===== config.mk =====
export PLATFORM = sky130hd
export DESIGN_NAME = rpn_stack_integer_calculator
export DESIGN_NICKNAME = d
export VERILOG_FILES = /design/src/hdl/rpn_pkg.sv /design/src/hdl/rpn_alu.sv /design/src/hdl/rpn_stack_integer_calculator.sv
export SDC_FILE = /design/constraint.sdc
export NUM_CORES = 2
export LEC_CHECK = 0
export ABC_AREA = 1
export BUFFER_PORTS_ARGS = -buffer_cell sky130_fd_sc_hd__buf_4
export CORE_UTILIZATION = 57
export CTS_BUF_LIST = sky130_fd_sc_hd__clkbuf_8
export DETAILED_ROUTE_END_ITERATION = 16
export GPL_TIMING_DRIVEN = 0
export PLACE_DENSITY = 0.81
export RECOVER_POWER = 100
export SYNTH_ARGS = -nofsm -noshare
export SYNTH_HDL_FRONTEND = slang
export SYNTH_SLANG_ARGS = --single-unit

===== constraint.sdc =====
create_clock -name i_clk -period 9.72 [get_ports i_clk]
set_input_delay 0 -clock i_clk [delete_from_list [all_inputs] [get_ports i_clk]]
set_output_delay 0 -clock i_clk [all_outputs]
set_load 0.02 [all_outputs]

===== src/hdl/rpn_pkg.sv =====
// Shared constants, types and helpers for the reverse-Polish stack calculator.
package rpn_pkg;

    // Stack geometry.
    localparam int STACK_DEPTH = 16;
    localparam int CNT_W       = $clog2(STACK_DEPTH + 1);
    localparam int IDX_W       = $clog2(STACK_DEPTH);

    // Word field widths.
    localparam int DATA_W      = 64;
    localparam int OP_W        = 3;
    localparam int STATUS_W    = 2;
    localparam int DEPTH_OUT_W = 5;
    localparam int S_TDATA_W   = 64;
    localparam int M_TDATA_W   = 72;

    // Iterative unit step count (one bit per step).
    localparam int ALU_STEPS   = DATA_W;
    localparam int STEP_W      = $clog2(ALU_STEPS);

    typedef logic [OP_W-1:0]     t_op;
    typedef logic [STATUS_W-1:0] t_status;

    // Operation codes.
    localparam t_op OP_PUSH = 3'd0;
    localparam t_op OP_ADD  = 3'd1;
    localparam t_op OP_SUB  = 3'd2;
    localparam t_op OP_MUL  = 3'd3;
    localparam t_op OP_DIV  = 3'd4;

    // Status codes.
    localparam t_status ST_OK        = 2'd0;
    localparam t_status ST_UNDERFLOW = 2'd1;
    localparam t_status ST_OVERFLOW  = 2'd2;
    localparam t_status ST_DIVZERO   = 2'd3;

    // Request from the sequencer to the arithmetic unit.
    typedef struct packed {
        logic start;
        t_op  op;
    } t_alu_req;

    // The reported depth carries the whole count, which fits the depth field exactly.
    function automatic logic [DEPTH_OUT_W-1:0] depth_field(input logic [CNT_W-1:0] cnt);
        logic [CNT_W+DEPTH_OUT_W-1:0] wide;
        wide = {{DEPTH_OUT_W{1'b0}}, cnt};
        return wide[DEPTH_OUT_W-1:0];
    endfunction

endpackage


===== src/hdl/rpn_alu.sv =====
// Shared arithmetic unit: one adder reused for add, subtract, shift-add multiply and divide.
module rpn_alu
    import rpn_pkg::*;
(
    input  logic              i_clk,
    input  logic              i_rst_n,
    input  t_alu_req          i_req,
    input  logic [DATA_W-1:0] i_a,
    input  logic [DATA_W-1:0] i_b,
    output logic              o_done,
    output logic [DATA_W-1:0] o_result
);

    typedef enum logic [3:0] {
        A_IDLE = 4'b0001,
        A_MUL  = 4'b0010,
        A_DIV  = 4'b0100,
        A_FIN  = 4'b1000
    } t_astate;

    localparam int ADD_W = DATA_W + 2;

    t_astate           r_state;
    t_op               r_op;
    logic [STEP_W-1:0] r_iter;
    logic [DATA_W-1:0] r_x;
    logic [DATA_W-1:0] r_y;
    logic [DATA_W-1:0] r_acc;
    logic              r_neg;
    logic              r_done;
    logic [DATA_W-1:0] r_result;

    logic [ADD_W-1:0]  add_a;
    logic [ADD_W-1:0]  add_b;
    logic              add_sub;
    logic [ADD_W-1:0]  sum;
    logic [DATA_W-1:0] mag_a;
    logic [DATA_W-1:0] mag_b;
    logic              last_step;

    // Magnitudes of the divide operands, taken at start.
    assign mag_a = i_a[DATA_W-1] ? (DATA_W'(0) - i_a) : i_a;
    assign mag_b = i_b[DATA_W-1] ? (DATA_W'(0) - i_b) : i_b;
    assign last_step = (r_iter == STEP_W'(ALU_STEPS - 1));

    // Operand selection for the single shared adder.
    always_comb begin
        add_a   = '0;
        add_b   = '0;
        add_sub = 1'b0;
        unique case (r_state)
            A_MUL: begin
                add_a = {2'b00, r_acc};
                add_b = r_y[0] ? {2'b00, r_x} : '0;
            end
            A_DIV: begin
                // Shift the next dividend bit into the partial remainder and trial-subtract.
                add_a   = {1'b0, r_acc, r_y[DATA_W-1]};
                add_b   = {2'b00, r_x};
                add_sub = 1'b1;
            end
            A_FIN: begin
                priority if (r_op == OP_ADD) begin
                    add_a = {2'b00, r_x};
                    add_b = {2'b00, r_y};
                end else if (r_op == OP_SUB) begin
                    add_a   = {2'b00, r_x};
                    add_b   = {2'b00, r_y};
                    add_sub = 1'b1;
                end else if (r_op == OP_MUL) begin
                    add_a = {2'b00, r_acc};
                end else begin
                    // Quotient sign fix-up.
                    add_b   = {2'b00, r_y};
                    add_sub = r_neg;
                end
            end
            A_IDLE: begin
                add_a = '0;
            end
            default: begin
                add_a = '0;
            end
        endcase
    end

    assign sum = add_a + (add_b ^ {ADD_W{add_sub}}) + ADD_W'(add_sub);

    // Control state.
    always_ff @(posedge i_clk) begin
        if (!i_rst_n) begin
            r_state <= A_IDLE;
            r_done  <= 1'b0;
            r_iter  <= '0;
        end else begin
            r_done <= (r_state == A_FIN);
            unique case (r_state)
                A_IDLE: begin
                    r_iter <= '0;
                    if (i_req.start) begin
                        priority if (i_req.op == OP_MUL) begin
                            r_state <= A_MUL;
                        end else if (i_req.op == OP_DIV) begin
                            r_state <= A_DIV;
                        end else begin
                            r_state <= A_FIN;
                        end
                    end
                end
                A_MUL, A_DIV: begin
                    r_iter <= r_iter + STEP_W'(1);
                    if (last_step) begin
                        r_state <= A_FIN;
                    end
                end
                A_FIN: begin
                    r_state <= A_IDLE;
                end
                default: begin
                    r_state <= A_IDLE;
                end
            endcase
        end
    end

    // Datapath registers.
    always_ff @(posedge i_clk) begin
        unique case (r_state)
            A_IDLE: begin
                if (i_req.start) begin
                    r_op  <= i_req.op;
                    r_acc <= '0;
                    r_neg <= i_a[DATA_W-1] ^ i_b[DATA_W-1];
                    if (i_req.op == OP_DIV) begin
                        r_x <= mag_b;
                        r_y <= mag_a;
                    end else begin
                        r_x <= i_a;
                        r_y <= i_b;
                    end
                end
            end
            A_MUL: begin
                r_acc <= sum[DATA_W-1:0];
                r_x   <= {r_x[DATA_W-2:0], 1'b0};
                r_y   <= {1'b0, r_y[DATA_W-1:1]};
            end
            A_DIV: begin
                // Keep the difference when it did not go negative.
                if (!sum[ADD_W-1]) begin
                    r_acc <= sum[DATA_W-1:0];
                    r_y   <= {r_y[DATA_W-2:0], 1'b1};
                end else begin
                    r_acc <= add_a[DATA_W-1:0];
                    r_y   <= {r_y[DATA_W-2:0], 1'b0};
                end
            end
            A_FIN: begin
                r_result <= sum[DATA_W-1:0];
            end
            default: begin
                r_acc <= r_acc;
            end
        endcase
    end

    assign o_done   = r_done;
    assign o_result = r_result;

endmodule


===== src/hdl/rpn_stack_integer_calculator.sv =====
// Top level of the reverse-Polish integer calculator: stack memory and sequencer.
//
// Input channel (s_axis): each word is one command. tuser carries the operation
// (push, add, subtract, multiply, divide) and tdata the signed 64-bit operand,
// which only a push uses. Output channel (m_axis): exactly one word per command,
// with tuser the status and tdata the value and the stack depth after the step.
// Push, spare codes, underflow and overflow go straight to the result word; every
// other command first fetches its two operands, divide by zero then ends there, and
// add, subtract, multiply and divide go on to the arithmetic unit, where for multiply
// and divide the shared adder handles one bit per cycle. One command is in flight at
// a time; s_axis_tready is high only while the sequencer is idle, and it returns
// there on the edge that loads the result, so the next command is accepted only once
// the result word of the last one has been loaded into the output register.
// The stack lives in a 16-entry memory with one read and one write port, so
// the two operands are fetched one after the other, top entry first.
// Reset empties the stack (count to zero) and drops any pending result; entries
// are not cleared. When the receiver stalls, the result word holds in the output
// register and the next command's result waits until that register frees up.
module rpn_stack_integer_calculator
    import rpn_pkg::*;
(
    input  logic                 i_clk,
    input  logic                 i_rst_n,
    input  logic                 s_axis_tvalid,
    output logic                 s_axis_tready,
    input  logic [S_TDATA_W-1:0] s_axis_tdata,  // [63:0] operand
    input  logic [OP_W-1:0]      s_axis_tuser,  // [2:0] operation
    output logic                 m_axis_tvalid,
    input  logic                 m_axis_tready,
    output logic [M_TDATA_W-1:0] m_axis_tdata,  // [63:0] value, [68:64] depth, [71:69] zero
    output logic [STATUS_W-1:0]  m_axis_tuser   // [1:0] status
);

    typedef enum logic [5:0] {
        S_IDLE    = 6'b000001,
        S_RD_TOP  = 6'b000010,
        S_RD_NEXT = 6'b000100,
        S_START   = 6'b001000,
        S_WAIT    = 6'b010000,
        S_DONE    = 6'b100000
    } t_state;

    t_state            r_state;
    logic [CNT_W-1:0]  r_count;
    logic              r_m_valid;
    logic [DATA_W-1:0] r_m_value;
    t_status           r_m_status;
    logic [DEPTH_OUT_W-1:0] r_m_depth;

    t_op               r_op;
    t_status           r_status;
    logic [DATA_W-1:0] r_result;
    logic              r_wr;
    logic [DATA_W-1:0] r_right;
    logic [DATA_W-1:0] r_rd_data;
    logic [DATA_W-1:0] r_mem [STACK_DEPTH];

    logic              s_accept;
    logic              out_free;
    logic [CNT_W-1:0]  n_count;
    logic [CNT_W-1:0]  rd_cnt;
    logic [IDX_W-1:0]  rd_idx;
    logic [CNT_W-1:0]  wr_cnt;
    logic [IDX_W-1:0]  wr_idx;
    logic              div_zero;
    t_alu_req          alu_req;
    logic              alu_done;
    logic [DATA_W-1:0] alu_result;

    assign s_axis_tready = (r_state == S_IDLE);
    assign s_accept      = s_axis_tvalid && s_axis_tready;
    assign out_free      = !r_m_valid || m_axis_tready;
    assign div_zero      = (r_op == OP_DIV) && (r_right == '0);

    // Read address: top entry first, then the one below it.
    assign rd_cnt = (r_state == S_RD_TOP) ? (r_count - CNT_W'(1)) : (r_count - CNT_W'(2));
    assign rd_idx = rd_cnt[IDX_W-1:0];

    // Write address: the free slot for a push, the lower operand slot otherwise.
    assign wr_cnt = (r_op == OP_PUSH) ? r_count : (r_count - CNT_W'(2));
    assign wr_idx = wr_cnt[IDX_W-1:0];

    // Count after the committed step.
    always_comb begin
        n_count = r_count;
        if (r_wr) begin
            n_count = (r_op == OP_PUSH) ? (r_count + CNT_W'(1)) : (r_count - CNT_W'(1));
        end
    end

    assign alu_req.start = (r_state == S_START) && !div_zero;
    assign alu_req.op    = r_op;

    rpn_alu u_alu (
        .i_clk    (i_clk),
        .i_rst_n  (i_rst_n),
        .i_req    (alu_req),
        .i_a      (r_rd_data),
        .i_b      (r_right),
        .o_done   (alu_done),
        .o_result (alu_result)
    );

    // Stack memory with registered read.
    always_ff @(posedge i_clk) begin
        r_rd_data <= r_mem[rd_idx];
        if ((r_state == S_DONE) && out_free && r_wr) begin
            r_mem[wr_idx] <= r_result;
        end
    end

    // Sequencer, stack count and output valid.
    always_ff @(posedge i_clk) begin
        if (!i_rst_n) begin
            r_state   <= S_IDLE;
            r_count   <= '0;
            r_m_valid <= 1'b0;
        end else begin
            // A new word loads the output register; otherwise a taken word leaves it.
            priority if ((r_state == S_DONE) && out_free) begin
                r_m_valid <= 1'b1;
            end else if (m_axis_tready) begin
                r_m_valid <= 1'b0;
            end
            unique case (r_state)
                S_IDLE: begin
                    if (s_accept) begin
                        priority if (s_axis_tuser == OP_PUSH || s_axis_tuser > OP_DIV) begin
                            r_state <= S_DONE;
                        end else if (r_count < CNT_W'(2)) begin
                            r_state <= S_DONE;
                        end else begin
                            r_state <= S_RD_TOP;
                        end
                    end
                end
                S_RD_TOP: begin
                    r_state <= S_RD_NEXT;
                end
                S_RD_NEXT: begin
                    r_state <= S_START;
                end
                S_START: begin
                    r_state <= div_zero ? S_DONE : S_WAIT;
                end
                S_WAIT: begin
                    if (alu_done) begin
                        r_state <= S_DONE;
                    end
                end
                S_DONE: begin
                    if (out_free) begin
                        r_count <= n_count;
                        r_state <= S_IDLE;
                    end
                end
                default: begin
                    r_state <= S_IDLE;
                end
            endcase
        end
    end

    // Step payload: operation, outcome and value to commit.
    always_ff @(posedge i_clk) begin
        unique case (r_state)
            S_IDLE: begin
                if (s_accept) begin
                    r_op <= s_axis_tuser;
                    priority if (s_axis_tuser == OP_PUSH) begin
                        if (r_count >= CNT_W'(STACK_DEPTH)) begin
                            r_status <= ST_OVERFLOW;
                            r_result <= '0;
                            r_wr     <= 1'b0;
                        end else begin
                            r_status <= ST_OK;
                            r_result <= s_axis_tdata;
                            r_wr     <= 1'b1;
                        end
                    end else if (s_axis_tuser > OP_DIV) begin
                        r_status <= ST_OK;
                        r_result <= '0;
                        r_wr     <= 1'b0;
                    end else if (r_count < CNT_W'(2)) begin
                        r_status <= ST_UNDERFLOW;
                        r_result <= '0;
                        r_wr     <= 1'b0;
                    end else begin
                        r_status <= ST_OK;
                        r_result <= '0;
                        r_wr     <= 1'b0;
                    end
                end
            end
            S_RD_NEXT: begin
                r_right <= r_rd_data;
            end
            S_START: begin
                if (div_zero) begin
                    r_status <= ST_DIVZERO;
                end
            end
            S_WAIT: begin
                if (alu_done) begin
                    r_result <= alu_result;
                    r_wr     <= 1'b1;
                end
            end
            S_RD_TOP, S_DONE: begin
                r_op <= r_op;
            end
            default: begin
                r_op <= r_op;
            end
        endcase
    end

    // Output register.
    always_ff @(posedge i_clk) begin
        if ((r_state == S_DONE) && out_free) begin
            r_m_value  <= r_result;
            r_m_status <= r_status;
            r_m_depth  <= depth_field(n_count);
        end
    end

    assign m_axis_tvalid = r_m_valid;
    assign m_axis_tuser  = r_m_status;
    assign m_axis_tdata  = {{(M_TDATA_W - DATA_W - DEPTH_OUT_W){1'b0}}, r_m_depth, r_m_value};

endmodule


# Word-level counts from Yosys, hierarchy flattened
# Memory sizes are Yosys's and may differ from the RTL's. A register that Yosys moved wholly into a read port is not among the register bits.
# Index checks and enable logic that the tools add are counted.
word_totals:
  regBits: 488
  mem_bits_rw: 1024
  output_inout_bits: 76
  mem_count: 1
mem_list:
  columns: ["memory", "depth", "width", "read_ports", "rd_ports_with_merged_regs", "write_ports", "line_no", "rtl"]
  rows:
  - ["r_mem", 16, 64, 1, 1, 1, "rpn_stack_integer_calculator.sv:56", "logic [DATA_W-1:0] r_mem [STACK_DEPTH];"]
classes:
  add_sub_neg: 8
  magnitude_cmp: 3
  eq_ne: 22
  mux: 63
  n_bitwise: 2
  reduce_logical: 28
ops:
  columns: ["op", "count"]
  rows:
  - ["two-way mux 64 bit", 16]
  - ["one-hot mux 66 bit (3 select lines)", 2]
  - ["one-hot mux 64 bit (3 select lines)", 2]
  - ["one-hot mux 64 bit (2 select lines)", 2]
  - ["two-way mux 66 bit", 3]
  - ["subtractor 1 x 64 -> 64 bit, first input constant", 2]
  - ["adder 66 x 1 -> 66 bit", 1]
  - ["adder 66 bit", 1]
  - ["XOR 66 bit", 1]
  - ["zero test 64 bit", 1]
  - ["two-way mux 6 bit", 6]
  - ["one-hot mux 6 bit (6 select lines)", 1]
  - ["two-way mux 4 bit", 6]
  - ["two-way mux 1 bit", 14]
  - ["== test 6 bit, second input constant", 2]
  - ["one-hot mux 6 bit (2 select lines)", 1]
  - ["AND reduction 2 bit", 6]
  - ["two-way mux 5 bit", 2]
  - ["nonzero test 2 bit", 5]
  - ["== test 3 x 2 -> 1 bit, second input constant", 3]
  - ["AND reduction 3 bit", 3]
  - ["two-way mux 2 bit", 4]
  - ["one-hot mux 4 bit (2 select lines)", 1]
  - ["adder 6 x 1 -> 6 bit, second input constant", 1]
  - ["other kinds (28)", 40]

# Logic depth before layout (Yosys ltp)
depth:
  word_depth: 10
  depth_mapped: 28
  mapped_depth_nobuf: 27

# Modules after synthesis
# Synthesis repeated with hierarchy kept, for this count alone.
hier_totals:
  hier_cells: 7996
  hier_area_um2: 77299.1
modules_own_cells:
  columns: ["mod", "instances", "cells_per_inst", "area_per_inst_um2"]
  rows:
  - ["rpn_stack_integer_calculator", 1, 4607, 53385.0]
  - ["rpn_alu", 1, 3389, 23914.2]

# Least setup slack after synthesis
# OpenSTA, ideal clock, no wires.
synth_timing:
  path_kind: "reg-to-reg"
  from: "reg r_state[1]"
  to: "mem r_mem[0][0], enable pin"
  arrival_ps: 8051
  t_required_ps: 9233
  path_slack_ps: 1183
  stages_incl_launch_ff: 8
  cell_sequence: "dfxtp_1 > nor2_1 > nand4_1 > nor2_1 > clkinv_1 > nor2_1 > nand3_1 > nor2_1"
synth_between:
  elab_chain_cells: 5
synth_rtl:
  columns: ["item", "line_no", "rtl"]
  rows:
  - ["start: declaration", "rpn_stack_integer_calculator.sv:43", "t_state r_state;"]
  - ["start signal: assignment", "rpn_stack_integer_calculator.sv:144", "r_state <= div_zero ? S_DONE : S_WAIT;"]
  - ["== test 6 bit", "rpn_stack_integer_calculator.sv:107", "if ((r_state == S_DONE) && out_free && r_wr) begin"]
  - ["logical AND 1 bit (2 in a row)", "rpn_stack_integer_calculator.sv:107", null]
  - ["two-way mux 1 bit", "rpn_stack_integer_calculator.sv:107", null]
  - ["two-way mux 1 bit (not written as such)", "rpn_stack_integer_calculator.sv:108", "r_mem[wr_idx] <= r_result;"]
  - ["end: declaration", "rpn_stack_integer_calculator.sv:56", null]
# Every way passes these cells.

# Worst setup path after layout
layout_timing:
  from: "reg r_state[1]"
  to: "mem r_mem[12][52], enable pin"
# The elaborated chain is that of the path after synthesis.

==> impl_metrics.tcl <==
set metrics [dict create \
    met2_length_mm 127 \
    postSynthAreaPerCell_um2 10.6 \
    route.antenna.remaining_nets 0 \
    yosys_register_bits 1576 \
    die_area_mm2 0.129 \
    path_clk_slew_ps 60 \
    dp_hpwl_mm 223 \
    gp_congestion 1.05 \
    p_clk_share_pct 28.8 \
    drive_gt1_share_pct 6.24 \
    ys.flop_type "edfxtp_1" \
    grt_max_degree 51 \
    io_pins 147 \
    p_int_w 0.0126 \
    clk_latency_ps 1020 \
    fmax_ghz 0.115 \
    grt_setup_unrepaired "no" \
    grt_pass1_wl_mm 422 \
    yosysTopAreaCell "edfxtp_1" \
    grt_use_total_pct 46.3 \
    fin_crit_sh_pct 89.2 \
    p_sw_share_pct 37.0 \
    seqPwrFrac_pct 47.5 \
    switchingPower_w 0.00739 \
    placedCellCount 8681 \
    cts_root_buffer "clkbuf_8" \
    status "complete, but fails checks" \
    drtIter0Drc 12000 \
    synthesis.area_mm2 0.0726 \
    dr.pass1.iters 7 \
    relSlewSlack_pct -117 \
    finalMaxSlewViolations 1207 \
    numCtsBuffers 241 \
    rr_startpoint "r_state[1]$_SDFFE_PN0P_" \
    ys_seq_area_share_pct 64.0 \
    drc 0 \
    wl_per_cell_um 32.8 \
    hold_start "s_axis_tdata[20]" \
    arrival_ps 9360 \
    hold_viol_final 0 \
    fin_ws_ps 1040 \
    setup.worst_path.class "flop to flop" \
    synth.top_cell.area_share_pct 61.6 \
    grt_overflow 0 \
    cts_sinks 1576 \
    met3WireLength_mm 46.9 \
    synth_edf_count 1489 \
    die_y_um 359 \
    synthCells 6824 \
    p_per_area_mw_per_mm2 244 \
    die_x_um 359 \
    fin_skew_ps 79.9 \
    setup_violations 0 \
    worstMarginPinSlew_ps 3220 \
    worst_ep_required_time_ps 10400 \
    reg2reg_slack_ps 1040 \
    area_delta_synth_final_pct 12.7 \
    vias 62800 \
    vdd_drop_max_mv 0.218 \
    vias_per_cell 6.77 \
    met1_length_mm 110 \
    rows 130 \
    pwr-share-comb_pct 23.7 \
    grt_pass1_vias 58900 \
    hold_path_depth 4 \
    synthTopCellsByCount "edfxtp_1, o21ai_0, nor2_1, nand2_1, inv_1" \
    ys_warn_count 0 \
    r2r-end "r_mem[12][52]$_DFFE_PP_" \
    hold_path_end "r_result[20]$_DFFE_PP_" \
    r2r.worst_path.cells 10 \
    layout.nets 7533 \
    period_needed_ps 8680 \
    place_ws_ps 2610 \
    synth_area_leaders "edfxtp_1, o21ai_0, nor2_1" \
    crit_path_start_kind "flop" \
    power_leakage_nw 29.2 \
    maxCapViolations 56 \
    synthDistinctLibCells 62 \
    clockBufferDepth 3 \
    initial_core_util_pct 57.6 \
    critPathMaxFanout 25 \
    antenna_found_initial 18 \
    htree_levels 4 \
    violations "max-capacitance violations, max-slew violations" \
    hold_path_class "input pin to flop" \
    fillers 9645 \
    cp-startpoint "r_state[1]$_SDFFE_PN0P_" \
    async_flop_share_pct 0 \
    yosys.cell_count.top_type "edfxtp_1" \
    cts.repair.resized 0 \
    cp-end-kind "flop" \
    io_buffers 143 \
    final_cell_count_no_fill 9273 \
    top_layer "met5" \
    coreArea_mm2 0.126 \
    cts_tree "yes" \
    routed_wl_mm 304 \
]
worst max-delay path, stage by stage, from the launching register on:
cell,delay [ps]
dfxtp_1,340
nor2_1,240
nand4_1,210
nor2_1,1750
clkinv_1,870
nor2_1,440
nand3_1,220
nor2_1,910
clkbuf_1,1620
clkbuf_1,1410
buf_16,260
cell type report:
type / count / area, um^2 / share of cell area [%]
Antenna cell: 16 / 40.0 / 0.0489
Buffer: 381 / 1490 / 1.82
Clock buffer: 262 / 3610 / 4.41
Clock inverter: 201 / 1380 / 1.69
Inverter: 587 / 2210 / 2.70
Multi-Input combinational cell: 4282 / 22300 / 27.2
Sequential cell: 1576 / 46500 / 56.8
Tap cell: 1650 / 2060 / 2.52
Timing Repair Buffer: 318 / 2310 / 2.83
logic make-up after synthesis:
group / count (synthesis) / synth area share [%]
compound gates: 1995 / 16.0
xor+xnor: 164 / 1.99
fa+ha+maj: 75 / 1.30
buf+inv: 968 / 5.16
flops: 1576 / 64.0
other cells: 1 / 0.00516
simple gates: 2045 / 11.6
worst max path at each step:
stage,end,slack [ps],cells past startpoint
3_3_place_gp,r_mem[0][47]$_DFFE_PP_,-5710,7
2_1_floorplan,r_mem[0][0]$_DFFE_PP_,1180,7
5_1_grt,r_mem[12][52]$_DFFE_PP_,1110,10
6_report,r_mem[12][52]$_DFFE_PP_,1040,10
3_5_place_dp,u_alu.r_acc[42]$_DFFE_PP_,2610,22
4_1_cts,u_alu.r_acc[42]$_DFFE_PP_,2630,22
power groups by stage:
stage	Sequential (W)	Combinational (W)	Clock, W
after floorplan	0.00924	0.00243	0
after global placement	0.00947	0.00394	0
after detailed placement	0.00952	0.00459	0
after CTS	0.00939	0.00466	0.00567
after global routing	0.00949	0.00487	0.00596
final	0.00948	0.00474	0.00575
layout by cell type, fill, tap and decap left out, types with 19 or more instances in the layout:
master | Yosys | final
a21oi_1 | 205 | 208
a31oi_1 | 27 | 27
buf_1 | 28 | 22
buf_2 | 38 | 29
buf_4 | 6 | 70
clkbuf_1 | 304 | 453
clkbuf_8 | 0 | 262
clkinv_1 | 5 | 64
clkinv_2 | 0 | 25
dfxtp_1 | 87 | 87
dlygate4sd3_1 | 0 | 113
edfxtp_1 | 1489 | 1489
ha_1 | 74 | 74
inv_1 | 565 | 654
nand2_1 | 738 | 746
nand3_1 | 159 | 162
nand4_1 | 41 | 41
nor2_1 | 960 | 968
nor3_1 | 46 | 50
nor4_1 | 33 | 34
o211ai_1 | 127 | 127
o21ai_0 | 984 | 1061
o21ai_1 | 88 | 19
o221ai_1 | 160 | 160
o22ai_1 | 304 | 304
xor2_1 | 146 | 147
per-layer routing:
metal	track usage, %	up-vias
met5	0	-
met4	25.4	6
met3	14.6	1092
met2	66.7	5898
met1	62.4	30000
li1	-	25800
flip-flops by register name, summed over array words and instances, names as in the netlist, 3 cells and up:
signal	count
r_count	5
r_m_depth	5
r_m_value	64
r_mem	1024
r_op	3
r_rd_data	64
r_result	64
r_right	64
r_state	6
u_alu.o_result	64
u_alu.r_acc	64
u_alu.r_iter	6
u_alu.r_op	3
u_alu.r_state	4
u_alu.r_x	64
u_alu.r_y	64
repair_timing:
item / CTS / global route
buffers inserted: 0 / 0
hold endpoints to repair: 177 / 0
hold buffers: 113 / 0
through the flow:
step | setup TNS (ps) | util (%) | total power [W] | hold WS (ps) | cell area (um^2)
floorplan | 0 | - | 0.0117 | 69.1 | 72600
global placement | -6072210 | 60.1 | 0.0134 | 194 | 75800
detailed placement | 0 | 61.2 | 0.0141 | 194 | 77100
CTS | 0 | 66.0 | 0.0197 | 3.41 | 83200
global route | 0 | 64.9 | 0.0203 | 41.9 | 81800
finish | 0 | 64.9 | 0.0200 | 21.0 | 81800
Power figures use the tool's default switching activity.
